`src/design/rgbhsi_pkg.sv`:
```
`timescale 1ns / 1ps
`default_nettype none
// ----------------------------------------------------------------------------
// rgbhsi_pkg
// Shared types and constants of the rgb to hsi pixel core.
// ----------------------------------------------------------------------------
package rgbhsi_pkg;

  localparam int CordicSteps = 24;
  localparam int FracBits    = 24;
  localparam int AccW        = 36;
  localparam logic [25:0] Sqrt3Q24 = 26'd29058990;
  localparam logic [31:0] QuarterTurn = 32'h4000_0000;

  typedef logic signed [AccW-1:0] acc_t;

  // saturation collects quotient bits while rem/den run the divide
  typedef struct packed {
    logic [7:0]  intensity;
    logic [7:0]  saturation;
    logic        hue_en;
    logic [17:0] rem;
    logic [9:0]  den;
  } side_t;

  typedef struct packed {
    acc_t        x;
    acc_t        y;
    logic [31:0] ang;
  } cordic_t;

  function automatic logic [31:0] atan_turn(input logic [4:0] i);
    logic [31:0] v;
    case (i)
      5'd0:  v = 32'd536870912;
      5'd1:  v = 32'd316933406;
      5'd2:  v = 32'd167458907;
      5'd3:  v = 32'd85004756;
      5'd4:  v = 32'd42667331;
      5'd5:  v = 32'd21354465;
      5'd6:  v = 32'd10679838;
      5'd7:  v = 32'd5340245;
      5'd8:  v = 32'd2670163;
      5'd9:  v = 32'd1335087;
      5'd10: v = 32'd667544;
      5'd11: v = 32'd333772;
      5'd12: v = 32'd166886;
      5'd13: v = 32'd83443;
      5'd14: v = 32'd41722;
      5'd15: v = 32'd20861;
      5'd16: v = 32'd10430;
      5'd17: v = 32'd5215;
      5'd18: v = 32'd2608;
      5'd19: v = 32'd1304;
      5'd20: v = 32'd652;
      5'd21: v = 32'd326;
      5'd22: v = 32'd163;
      5'd23: v = 32'd81;
      default: v = 32'd0;
    endcase
    return v;
  endfunction

  // signed division by 2^s, truncating toward zero
  function automatic acc_t sdiv_pow2(input acc_t v, input int s);
    acc_t q;
    acc_t mask;
    mask = acc_t'((64'sd1 <<< s) - 64'sd1);
    q = v >>> s;
    if (v[AccW-1] && ((v & mask) != '0)) q = q + acc_t'(1);
    return q;
  endfunction

endpackage
`default_nettype wire

```
`src/design/rgbhsi_cordic_stage.sv`:
```
`timescale 1ns / 1ps
`default_nettype none
// ----------------------------------------------------------------------------
// rgbhsi_cordic_stage
// Two vectoring iterations per register stage, plus one saturation
// quotient bit in the first eight stages.
// ----------------------------------------------------------------------------
module rgbhsi_cordic_stage
  import rgbhsi_pkg::*;
#(
  parameter int Base = 0
) (
  input  wire logic    clk,
  input  wire logic    en,
  input  wire cordic_t vec,
  input  wire side_t   side,
  output cordic_t      vec_r,
  output side_t        side_r
);

  localparam int DivIdx = Base / 2;
  localparam bit DivOn  = (DivIdx < 8);
  localparam int DivBit = DivOn ? 7 - DivIdx : 0;

  cordic_t     a, b;
  side_t       side_nxt;
  logic [17:0] dsh;

  function automatic cordic_t step(input cordic_t v, input int i);
    cordic_t o;
    acc_t xs, ys;
    xs = sdiv_pow2(v.x, i);
    ys = sdiv_pow2(v.y, i);
    if (!v.y[AccW-1] && v.y != '0) begin
      o.x = v.x + ys;
      o.y = v.y - xs;
      o.ang = v.ang + atan_turn(5'(i));
    end else begin
      o.x = v.x - ys;
      o.y = v.y + xs;
      o.ang = v.ang - atan_turn(5'(i));
    end
    return o;
  endfunction

  always_comb begin
    a = step(vec, Base);
    b = step(a, Base + 1);
    // restoring divide, most significant quotient bit first
    side_nxt = side;
    dsh = 18'(side.den) << DivBit;
    if (DivOn && (side.rem >= dsh)) begin
      side_nxt.rem = side.rem - dsh;
      side_nxt.saturation[DivBit] = 1'b1;
    end
  end

  always_ff @(posedge clk) begin
    if (en) begin
      vec_r  <= b;
      side_r <= side_nxt;
    end
  end

endmodule
`default_nettype wire

```
`config.mk`:
```
export PLATFORM = sky130hd
export DESIGN_NAME = rgbhsi_cordic_stage
export DESIGN_NICKNAME = d
export VERILOG_FILES = /design/src/design/rgbhsi_pkg.sv /design/src/design/rgbhsi_cordic_stage.sv
export SDC_FILE = /design/constraint.sdc
export NUM_CORES = 1
export LEC_CHECK = 0
export CORE_AREA = 2 2 287 289
export CTS_CLUSTER_DIAMETER = 80
export DETAILED_ROUTE_END_ITERATION = 10
export DIE_AREA = 0 0 289 291
export DONT_BUFFER_PORTS = 1
export SKIP_LAST_GASP = 1
export SYNTH_ARGS = -nofsm -noshare
export SYNTH_HDL_FRONTEND = slang
export SYNTH_SLANG_ARGS = --single-unit
```
`constraint.sdc`:
```
create_clock -name clk -period 12.1 [get_ports clk]
set_input_delay 0.605 -clock clk [delete_from_list [all_inputs] [get_ports clk]]
set_output_delay 0.605 -clock clk [all_outputs]
set_load 0.005 [all_outputs]
```
* After elaboration in Yosys (flattened, before gate mapping)
Index checks and enable logic that the tools add are counted.
** Word-level totals
- Flip-flop bits (word level) :: 149
- Bits of input ports :: 151
- Output and inout port bits :: 149
- Logic and storage cells :: 48
** Operators by class
- $add $sub $neg :: 17
- Magnitude comparators :: 1
- Muxes and demuxes :: 11
- Reduce and logical (&&, ||, !) cells :: 10
** Operators with widths (count)
- $mux 104 :: 2
- $add 36x36->36 :: 4
- $mux 36 :: 4
- $sub 36x36->36 :: 4
- $mux 32 :: 4
- $add 35x2->36 const B :: 2
- $add 36x2->36 const B :: 2
- $reduce_bool 36->1 :: 2
- $add 32x32->32 :: 2
- $sub 32x32->32 :: 2
- $ge 18x17->1 :: 1
- $mux 18 :: 1
- $sub 18x17->18 :: 1
- $logic_and 1x1->1 :: 4
- $logic_and 1x1->1 const B :: 2
- $logic_not 1->1 :: 2

* Longest topological paths before layout
- Depth in word-level cells :: 10
- Depth in mapped cells :: 44

* Least setup slack after synthesis
No wires, ideal clock.
- Path type :: input port to flip-flop
- Start :: input port vec[35] (netlist name)
- End :: register vec_r[103] (netlist name), data pin
- Library setup time :: 0.268 ns
- Data arrival time :: 10.308 ns
- Setup slack :: 1.524 ns
- Stages on the path :: 36
- Buffers on the path :: 5
- Cell sequence :: or4_1 > or3_1 > buf_2 > nor4_1 > or2_2 > clkbuf_1 > clkbuf_1 > clkbuf_1 > nand2_1 > xor2_1 > ha_1 > a211o_1 > or4_1 > a21oi_1 > a211o_1 > a211oi_1 > nor3_1 > nand2_1 > or4_1 > o41ai_1 > clkbuf_1 > nand2_1 > xnor2_1 > ha_1 > a21o_1 > a21o_1 > a221o_1 > a31oi_1 > o21ai_0 > a21oi_1 > o211ai_1 > a41oi_1 > a21oi_1 > o21ai_0 > nand2b_1 > xnor3_1
** RTL lines
- from (decl) :: line rgbhsi_cordic_stage.sv:15 : input wire cordic_t vec,
- to (signal assigned) :: line rgbhsi_cordic_stage.sv:60 : vec_r <= b;
- to (decl) :: line rgbhsi_cordic_stage.sv:17 : output cordic_t vec_r,

==> results.txt <==
CTS root buf: clkbuf_16
placement-stage cell area: 21300 sq um
Synth Register Bits: 149
die area: 84100 sq um
Startpoint Class: primary input
cts repair resizes: 0
Via density: 5.29
actual slew at the worst max-slew pin: 1.06 ns
Die X-Extent: 289 microns
top cells by area in the synthesized netlist: edfxtp_1, ha_1, xnor2_1, a21oi_1, xor2_1
met1 Use GR: 0.205
initial DRC count: 1702
largest stage delay on the critical path: 0.69 ns
antenna fix cells: 0
hold endpoint: side_r[10]
post-synth top area share: 0.223
max_slew headroom: 0.284
number of H-tree levels: 4
sequential area share after synthesis: 0.223
commonest non-fill, non-tap cell in the layout: xnor2_1
synth unique cells: 87
most frequent cells in the layout: xnor2_1, nor2_1, a21oi_1, ha_1, nand2_1
share of layout cells above drive strength 1: 0.0419
cell mode on critical path: o21ai_0
Hold WC Path Type: in -> reg
initial antenna violation count: 2
Port Buf Inserts: 0
Initial Util: 0.247
max-cap violations: 0
largest net degree at the start of global routing: 150
Final period util: 0.888
main flop type after synthesis: edfxtp_1
number of global-route vias before repair: 17500
via count: 18700
Crit Path Class: in -> reg
Bufs on Longest Clock Path: 2
Final nets: 2791
Residual DRC: 0
I/O pin total: 300
pre-CTS setup slack: 1.02 ns
Antenna Nets Post-Route: 0
CTS buffer count: 17
Worst Hold Depth: 0
Max Slew Vio Count: 0
Final Hold Fails: 0
Post-CTS Setup Bufs: 0
Die Height: 291 microns
Final Wtd Congestion: 0.941
synth warn: 0
syn avg cell area: 8.12 sq um
Total Neg Setup Slack: 0 ns
drt wl/cell: 20.1 microns
WP data arrival: 10.89 ns
TritonRoute pass-1 iters: 5
CP max stage cell: a2111oi_0
worst vdd ir: 0.107 mV
Pwr per Cell Area: 205 nW/um^2
Routed WL: 70900 microns
Synth area leader: edfxtp_1
M3 GR Usage: 0.0341
LEAKAGE: 8.21 nW
hpwl dp: 59300 microns
number of synthesized flops with an enable pin: 149
Cells after Synth: 2473
worst hold start: side[10]
Core Region: 81200 sq um
clk slew on worst S/H paths: 0.07 ns
Syn Nets: 2816
row cnt: 105
GR Util met2: 0.268
RSZ-0062 raised after global routing: no
Worst Setup End Kind: register
status: completed
Tot GR Track Use: 0.161
Mapped Area: 20100 sq um
fin area: 22000 sq um
area grow syn2layout: 9.49%
cts hold-fix bufs: 0
Final min period: 10.74 ns
CP required: 12.25 ns
CTS tree: yes
Final Setup Violations: 0
first-pass GRT wire length: 105000 microns
total grt overflow: 0
# fillers: 8792
asr flop ratio synth: 0
Fmax: 93.1 MHz
crit-path max FO: 54
Top Usage Layer GRT: met2
setup slack after layout: 1.36 ns
CTS Sinks: 149
-- synth_stat cells, types with 15 or more instances --
master    count
a211oi_1     27
a21boi_0     16
a21o_1       69
a21oi_1     189
a31oi_1      39
and2_1       27
and3_1       25
and4_1       15
clkbuf_1     60
edfxtp_1    149
ha_1        185
inv_1       128
mux2i_1      17
nand2_1     172
nand2b_1     42
nand3_1      81
nand4_1      32
nor2_1      202
nor2b_1      26
nor3_1       79
nor4_1       41
o211ai_1     22
o21a_1       27
o21ai_0     133
o21bai_1     20
o31ai_1      43
or3_1        26
or4_1        19
xnor2_1     248
xor2_1       96
-- stage by stage --
step	hold WS, ns	total power [W]	util	instances
6_report	0.265	0.00451	0.271	3531
3_3_place_gp	0.704	0.00392	0.263	3499
4_1_cts	0.230	0.00455	0.271	3531
5_1_grt	0.238	0.00488	0.271	3531
2_1_floorplan	0.704	0.00312	-	2473
3_5_place_dp	0.704	0.00393	0.263	3499
-- where the power goes --
part,switching (W),internal (W)
Sequential,0.000131,0.000904
Combinational,0.00174,0.00114
Clock,0.000230,0.000367
Total,0.00210,0.00241
-- area by class of cell --
type | instances | area, sq um | area share
inverter | 133 | 499 | 0.0227
timing repair buffer | 20 | 163 | 0.00740
tap | 1070 | 1340 | 0.0609
clock inverter | 12 | 200 | 0.00911
clock buffer | 20 | 437 | 0.0199
sequential | 149 | 4470 | 0.204
multi-input combinational | 2127 | 14900 | 0.676
-- registers in the layout, summed over array words and instances (netlist names) --
register / cells
side_r: 45
vec_r: 104
-- cell families after synthesis --
kind of cell,synth area share
AND/OR/NAND/NOR,0.222
AO/OA/AOI/OAI,0.230
XOR/XNOR,0.151
buffers and inverters,0.0369
adder cells (fa/ha/maj),0.122
flip-flops,0.223
multiplexers,0.0146
-- metal layers --
metal	part of all wire	wire (microns)	vias to the layer above
li1	-	-	9166
met1	0.43	30400	8736
met2	0.46	33000	682
met3	0.078	5530	89
met4	0.029	2030	2
met5	0.00014	10	-
-- how the worst max path moves through the flow --
| stage | startpoint | end | slack [ns] |
|---|---|---|---|
| global placement | vec[35] | vec_r[102] | 1.14 |
| global route | vec[35] | vec_r[102] | 0.41 |
| detailed placement | vec[35] | vec_r[102] | 1.02 |
| finish | vec[35] | vec_r[102] | 1.36 |
| floorplan | vec[35] | vec_r[103] | 1.52 |
| CTS | vec[35] | vec_r[102] | 1.47 |
-- worst max-delay path, delay by kind of cell --
family | cells | cell delay, ns
and+or+nand+nor | 13 | 3.45
buffers and inverters | 4 | 1.16
adders and majority gates | 2 | 0.69
AOI/OAI and AO/OA | 15 | 4.69
xor gates and xnor gates | 2 | 0.22
No activity file was read; power rests on OpenSTA's default activity.
