$ cat src/design/rgbhsi_pkg.sv
`timescale 1ns / 1ps
`default_nettype none
// ----------------------------------------------------------------------------
// rgbhsi_pkg
// Shared types and constants of the rgb to hsi pixel core.
// ----------------------------------------------------------------------------
package rgbhsi_pkg;

  localparam int CordicSteps = 24;
  localparam int FracBits    = 24;
  localparam int AccW        = 36;
  localparam logic [25:0] Sqrt3Q24 = 26'd29058990;
  localparam logic [31:0] QuarterTurn = 32'h4000_0000;

  typedef logic signed [AccW-1:0] acc_t;

  // saturation collects quotient bits while rem/den run the divide
  typedef struct packed {
    logic [7:0]  intensity;
    logic [7:0]  saturation;
    logic        hue_en;
    logic [17:0] rem;
    logic [9:0]  den;
  } side_t;

  typedef struct packed {
    acc_t        x;
    acc_t        y;
    logic [31:0] ang;
  } cordic_t;

  function automatic logic [31:0] atan_turn(input logic [4:0] i);
    logic [31:0] v;
    case (i)
      5'd0:  v = 32'd536870912;
      5'd1:  v = 32'd316933406;
      5'd2:  v = 32'd167458907;
      5'd3:  v = 32'd85004756;
      5'd4:  v = 32'd42667331;
      5'd5:  v = 32'd21354465;
      5'd6:  v = 32'd10679838;
      5'd7:  v = 32'd5340245;
      5'd8:  v = 32'd2670163;
      5'd9:  v = 32'd1335087;
      5'd10: v = 32'd667544;
      5'd11: v = 32'd333772;
      5'd12: v = 32'd166886;
      5'd13: v = 32'd83443;
      5'd14: v = 32'd41722;
      5'd15: v = 32'd20861;
      5'd16: v = 32'd10430;
      5'd17: v = 32'd5215;
      5'd18: v = 32'd2608;
      5'd19: v = 32'd1304;
      5'd20: v = 32'd652;
      5'd21: v = 32'd326;
      5'd22: v = 32'd163;
      5'd23: v = 32'd81;
      default: v = 32'd0;
    endcase
    return v;
  endfunction

  // signed division by 2^s, truncating toward zero
  function automatic acc_t sdiv_pow2(input acc_t v, input int s);
    acc_t q;
    acc_t mask;
    mask = acc_t'((64'sd1 <<< s) - 64'sd1);
    q = v >>> s;
    if (v[AccW-1] && ((v & mask) != '0)) q = q + acc_t'(1);
    return q;
  endfunction

endpackage
`default_nettype wire

$ cat src/design/rgbhsi_front.sv
`timescale 1ns / 1ps
`default_nettype none
// ----------------------------------------------------------------------------
// rgbhsi_front
// First stage: intensity, saturation divide setup and cordic start vector.
// ----------------------------------------------------------------------------
module rgbhsi_front
  import rgbhsi_pkg::*;
(
  input  wire logic       clk,
  input  wire logic       en,
  input  wire logic [7:0] red,
  input  wire logic [7:0] green,
  input  wire logic [7:0] blue,
  output side_t           side_r,
  output cordic_t         vec_r
);

  logic [9:0]  sum;
  logic [7:0]  mn;
  logic [9:0]  diff;
  logic [17:0] num;
  logic [19:0] isum;
  logic [7:0]  inten;
  acc_t        x0, y0, t;
  side_t       side_nxt;
  cordic_t     vec_nxt;

  always_comb begin
    sum = 10'(red) + 10'(green) + 10'(blue);
    mn = red;
    if (green < mn) mn = green;
    if (blue < mn) mn = blue;
    diff = sum - 10'(3 * 10'(mn));
    num = 18'(diff) * 18'd255;
    // divide by 3 as multiply by 683 / 2048, exact for sums up to 765
    isum = 20'(sum) * 20'd683;
    inten = isum[18:11];
    side_nxt.intensity = inten;
    side_nxt.saturation = 8'd0;
    side_nxt.hue_en = (diff != '0);
    side_nxt.rem = num;
    // black pixel: numerator is zero, a unit divisor keeps the quotient zero
    side_nxt.den = (sum != '0) ? sum : 10'd1;
    x0 = acc_t'($signed({2'b0, red, 1'b0}) - $signed(11'(green))
         - $signed(11'(blue))) <<< FracBits;
    y0 = acc_t'($signed({1'b0, green}) - $signed({1'b0, blue}))
         * acc_t'({1'b0, Sqrt3Q24});
    t = x0;
    vec_nxt.x = x0;
    vec_nxt.y = y0;
    vec_nxt.ang = '0;
    if (x0[AccW-1]) begin
      if (!y0[AccW-1]) begin
        vec_nxt.x = y0;
        vec_nxt.y = -t;
        vec_nxt.ang = QuarterTurn;
      end else begin
        vec_nxt.x = -y0;
        vec_nxt.y = t;
        vec_nxt.ang = -QuarterTurn;
      end
    end
  end

  always_ff @(posedge clk) begin
    if (en) begin
      side_r <= side_nxt;
      vec_r  <= vec_nxt;
    end
  end

endmodule
`default_nettype wire

$ cat config.mk
export PLATFORM = sky130hd
export DESIGN_NAME = rgbhsi_front
export DESIGN_NICKNAME = d
export VERILOG_FILES = /design/src/design/rgbhsi_pkg.sv /design/src/design/rgbhsi_front.sv
export SDC_FILE = /design/constraint.sdc
export NUM_CORES = 1
export LEC_CHECK = 0
export ABC_AREA = 0
export BUFFER_PORTS_ARGS = -buffer_cell sky130_fd_sc_hd__buf_2
export CAP_MARGIN = 20
export CORE_MARGIN = 1.5
export CORE_UTILIZATION = 43
export DETAILED_ROUTE_END_ITERATION = 7
export SLEW_MARGIN = 10
export SYNTH_ARGS = -nofsm -noshare
export SYNTH_HDL_FRONTEND = slang
export SYNTH_SLANG_ARGS = --single-unit
$ cat constraint.sdc
create_clock -name clk -period 13.5 [get_ports clk]
set_input_delay 1.35 -clock clk [delete_from_list [all_inputs] [get_ports clk]]
set_output_delay 1.35 -clock clk [all_outputs]
set_load 0.02 [all_outputs]
* After elaboration in Yosys (flattened, before gate mapping)
Cells that the tools add are included.
Storage, ports and cells: bits of input ports 26, flip-flop bits (word level) 141, word-level logic and storage cells 33
Cells by class: bitwise logic cells 1, add/sub/neg operators 8, multipliers 4, reduce and logical (&&, ||, !) cells 4, order comparisons 2, muxes and demuxes 4
Operators with widths (number):
- two-way mux 103 bit | 2
- negator 35 -> 36 bit | 2
- multiplier 9 x 25 -> 34 bit (second input constant) | 1
- nonzero test 10 bit | 2
- multiplier 10 x 10 -> 19 bit (second input constant) | 1
- multiplier 10 x 8 -> 18 bit (second input constant) | 1
- less-than comparator 8 bit | 2
- two-way mux 8 bit | 2
- subtractor 10 x 9 -> 11 bit | 1
- adder 9 x 8 -> 10 bit | 1
- multiplier 2 x 8 -> 10 bit (first input constant) | 1
- subtractor 10 bit | 1
- subtractor 9 x 8 -> 10 bit | 1
- adder 8 x 8 -> 9 bit | 1
- subtractor 8 x 8 -> 9 bit | 1
- AND reduction 2 bit | 1
- OR reduction 2 bit | 1
- NOT 1 bit | 1

* Longest topological paths before layout
depth after elaboration 7, gate-level depth with buffers 43, depth with buffers taken out 41

* Worst setup path after synthesis
No wires, ideal clock.
path kind input port to flip-flop, start input red[1], end register side_r[27] in the netlist's numbering (data pin), setup slack 3606 ps, stages 37, arrival time 9758 ps, path buffers 2, path through inv_1 > ha_1 > nor2b_1 > o21a_1 > o21ai_0 > a21oi_1 > a31o_2 > clkbuf_1 > nor2_1 > a21oi_1 > ha_1 > a211oi_1 > o21ai_0 > a31o_2 > o22ai_1 > clkbuf_1 > mux2_2 > fa_1 > ha_1 > xor2_1 > ha_1 > xnor2_1 > fa_1 > inv_1 > fa_1 > inv_1 > fa_1 > inv_1 > ha_1 > a21boi_0 > o21ai_0 > a21boi_0 > o21ai_0 > a21o_1 > a21oi_1 > or4_1 > nand3_1
On the way: longest elaborated chain between the ends 7
Ends and longest elaborated chain:
- start, declared | RTL line rgbhsi_front.sv:12 | input wire logic [7:0] red,
- less-than comparator 8 bit | RTL line rgbhsi_front.sv:32 | if (green < mn) mn = green;
- two-way mux 8 bit | RTL line rgbhsi_front.sv:32
- less-than comparator 8 bit | RTL line rgbhsi_front.sv:33 | if (blue < mn) mn = blue;
- two-way mux 8 bit | RTL line rgbhsi_front.sv:33
- multiplier 2 x 8 -> 10 bit | RTL line rgbhsi_front.sv:34 | diff = sum - 10'(3 * 10'(mn));
- subtractor 10 bit * | RTL line rgbhsi_front.sv:34
- multiplier 10 x 8 -> 18 bit * | RTL line rgbhsi_front.sv:35 | num = 18'(diff) * 18'd255;
- via num[17] | RTL line rgbhsi_front.sv:22 | logic [17:0] num;
- end signal, assigned | RTL line rgbhsi_front.sv:68 | side_r <= side_nxt;
- end, declared | RTL line rgbhsi_front.sv:15 | output side_t side_r,
Mark *: on every way through the listed nets, which the timed path passes. The rest lies on a longest branch. A chain may end at the register's enable or synchronous reset.

* Worst setup path in the final report
Same ends and word-level chain as after synthesis.

==> qor.txt <==
Simple-gate share of the synthesized area = 0.0897
Rel. slew slack = 0.330
Die Y-Extent = 193 um
Number of global-route vias before repair = 12014
CP Capture Type = register
Iteration-0 DRC Markers = 561
Drt drc = 0
Layout cells sized above 1 = 0.118
CP startpoint kind = primary input
Worst setup path class = in -> reg
Post-synthesis sequential area ratio = 0.210
Number of clock sinks = 109
Cells after Synth = 1578
Hold Buf Count CTS = 0
First-pass GRT wire length = 62500 um
Met3 wire length = 1510 um
Post-Route WL = 37800 um
Global route overflow = 0
Fin crit period = 10150 ps
Crit path largest cell delay = 570 ps
Die Width = 193 um
Warnings, synthesis = 0
Layout fillers = 3416
Post-synthesis async set-or-reset flop share = 0
Worst-Margin Slew = 997 ps
M1 WL = 16800 um
# IOs = 175
Tot GR Track Use = 0.211
Initial antenna violation count = 1
Ys flop type = edfxtp_1
Adder-cell share of the synthesized area = 0.395
Setup TNS = 0 ps
H-tree Lvls = 3
Number of synthesized flops with an enable pin = 109
Core area = 35600 um2
Fmax achieved = 98.5 MHz
Post-CTS setup repair buffer count = 0
Clk slew on worst S/H paths = 90 ps
Initial Util = 0.438
Clock buffer count from CTS = 9
Slew Limit Fails = 0
DR top layer = met4
Synth Area in Compound Gates = 0.129
Resize count post-CTS = 0
Via Count = 11389
Mapped Area = 15600 um2
Vias per cell = 5.22
CTS tree = built
Num rows = 69
Status = finished clean
Worst hold path class = in -> reg
Area delta synth->final = 9.27%
DR WL met2 = 18700 um
Largest net degree at the start of global routing = 73
Max Cap Viol = 0
Number of synthesized register bits = 109
Final setup fails = 0
Synth Area in XOR/XNOR = 0.0697
GP Congestion = 0.924
RSZ-0062 raised after global routing = no
Largest family of logic cells by synthesized area = adder cells
ANT nets after route = 0
Worst path slowest cell = xor2_1
Detailed Routing Iterations Pass 1 = 5
Synth cell types = 74
Period utilisation layout = 0.752
CTS max path bufs = 2
Arrival time at the worst endpoint = 10290 ps
Post-DR wirelength/cell = 17.3 um
Hold Fails Final Rpt = 0
Detailed placement HPWL = 31500 um
Critical Path RT = 13640 ps
Die area = 37400 um2
Syn_area_per_cell = 9.87 um2
CP max FO = 15
Number of port buffers = 134
Fin nets = 2149
Mux cell area share after synthesis = 0.0157
CTS root buf = clkbuf_16
area by class of cell:
cell class	instances	area [um2]	share of cell area
clock buffer	9	225	0.0132
sequential	109	3270	0.192
clock inverter	7	92.6	0.00544
multi-input combinational	1178	11100	0.650
tap	461	577	0.0339
inverter	267	1000	0.0589
timing repair buffer	148	786	0.0462
antenna	1	2.50	0.000147
worst paths after layout:
| check | from | end | cells past startpoint |
|---|---|---|---|
| worst max-delay path | red[1] | side_r[27] | 39 |
| worst min-delay path | en | side_r[27] | 1 |
through the flow:
stage                     area, um2  hold slack [ps]  setup WS [ps]  std cells  utilization
final                         17000             1470           3350       2180        0.478
after floorplan               15700             1460           3610       1618            -
after detailed placement      16700             1790           2960       2162        0.469
after global routing          17000             1480           2660       2179        0.478
after CTS                     17000             1460           3400       2178        0.478
after global placement        16700             1790           3140       2162        0.469
Yosys cell counts, types with 5 or more instances:
master	n	area (um2)
inv_1	265	995
o21ai_0	48	240
nor2_1	91	342
o211ai_1	7	52.6
fa_1	136	2720
edfxtp_1	109	3270
nand4_1	8	50.1
o21ai_1	10	50.1
buf_4	41	308
nor3_1	30	150
o31ai_1	6	45.0
xnor2_1	64	561
o31a_1	5	43.8
nand2b_1	14	87.6
a211oi_1	11	82.6
or3_1	7	43.8
buf_2	5	25.0
o21a_1	15	113
xor2_1	60	526
nand3_1	11	55.1
a31oi_1	9	56.3
and3_1	8	50.1
a21o_1	37	278
nor4_1	10	62.6
clkbuf_1	18	67.6
nand2_1	45	169
mux2i_1	12	120
mux2_2	11	124
a31o_2	5	43.8
o21bai_1	19	143
ha_1	274	3430
and2_1	14	87.6
nor2b_1	13	81.3
a21oi_1	86	430
or2_2	8	50.1
placed cells by master (no fill, tap or decap), drive strengths merged, types with 9 or more instances in the layout:
| cell | instances |
|---|---|
| ha | 274 |
| conb | 41 |
| o21a | 16 |
| nand2b | 14 |
| a21o | 37 |
| o21bai | 19 |
| mux2i | 12 |
| buf | 148 |
| clkbuf | 9 |
| nand3 | 11 |
| a211oi | 12 |
| a21oi | 88 |
| nand2 | 45 |
| o21ai | 59 |
| nor3 | 33 |
| nor2b | 13 |
| inv | 268 |
| edfxtp | 109 |
| nor4 | 11 |
| nor2 | 91 |
| xnor2 | 64 |
| fa | 136 |
| a31oi | 9 |
| mux2 | 11 |
| and2 | 15 |
| xor2 | 60 |
metal layers:
metal / vias to the layer above / global-route usage
met5: - / 0
met4: 0 / 0.0603
met3: 50 / 0.0359
met2: 235 / 0.375
met1: 5495 / 0.262
li1: 5609 / -
critical path, delay by kind of cell:
family          cells  cell delay (ps)
compound gates     17             3200
xor+xnor            2              740
fa+ha+maj           9             3610
buf+inv             7              640
mux                 1              380
simple gates        3              350
state kept, by name, indices dropped and copies added (netlist names):
name / flops
vec_r: 72
side_r: 37
cells by family (layout without fill, tap and decap cells):
logic type               after synthesis  after routing
other                                  1             42
multiplexers                          23             23
flip-flops                           109            109
buffers and inverters                331            431
adder cells (fa/ha/maj)              410            410
AO/OA/AOI/OAI                        304            304
AND/OR/NAND/NOR                      276            276
XOR/XNOR                             124            124
Power is left out: the tool's default activity adds up to more than one toggle a clock period on the data nets, which glitch-free logic cannot reach.
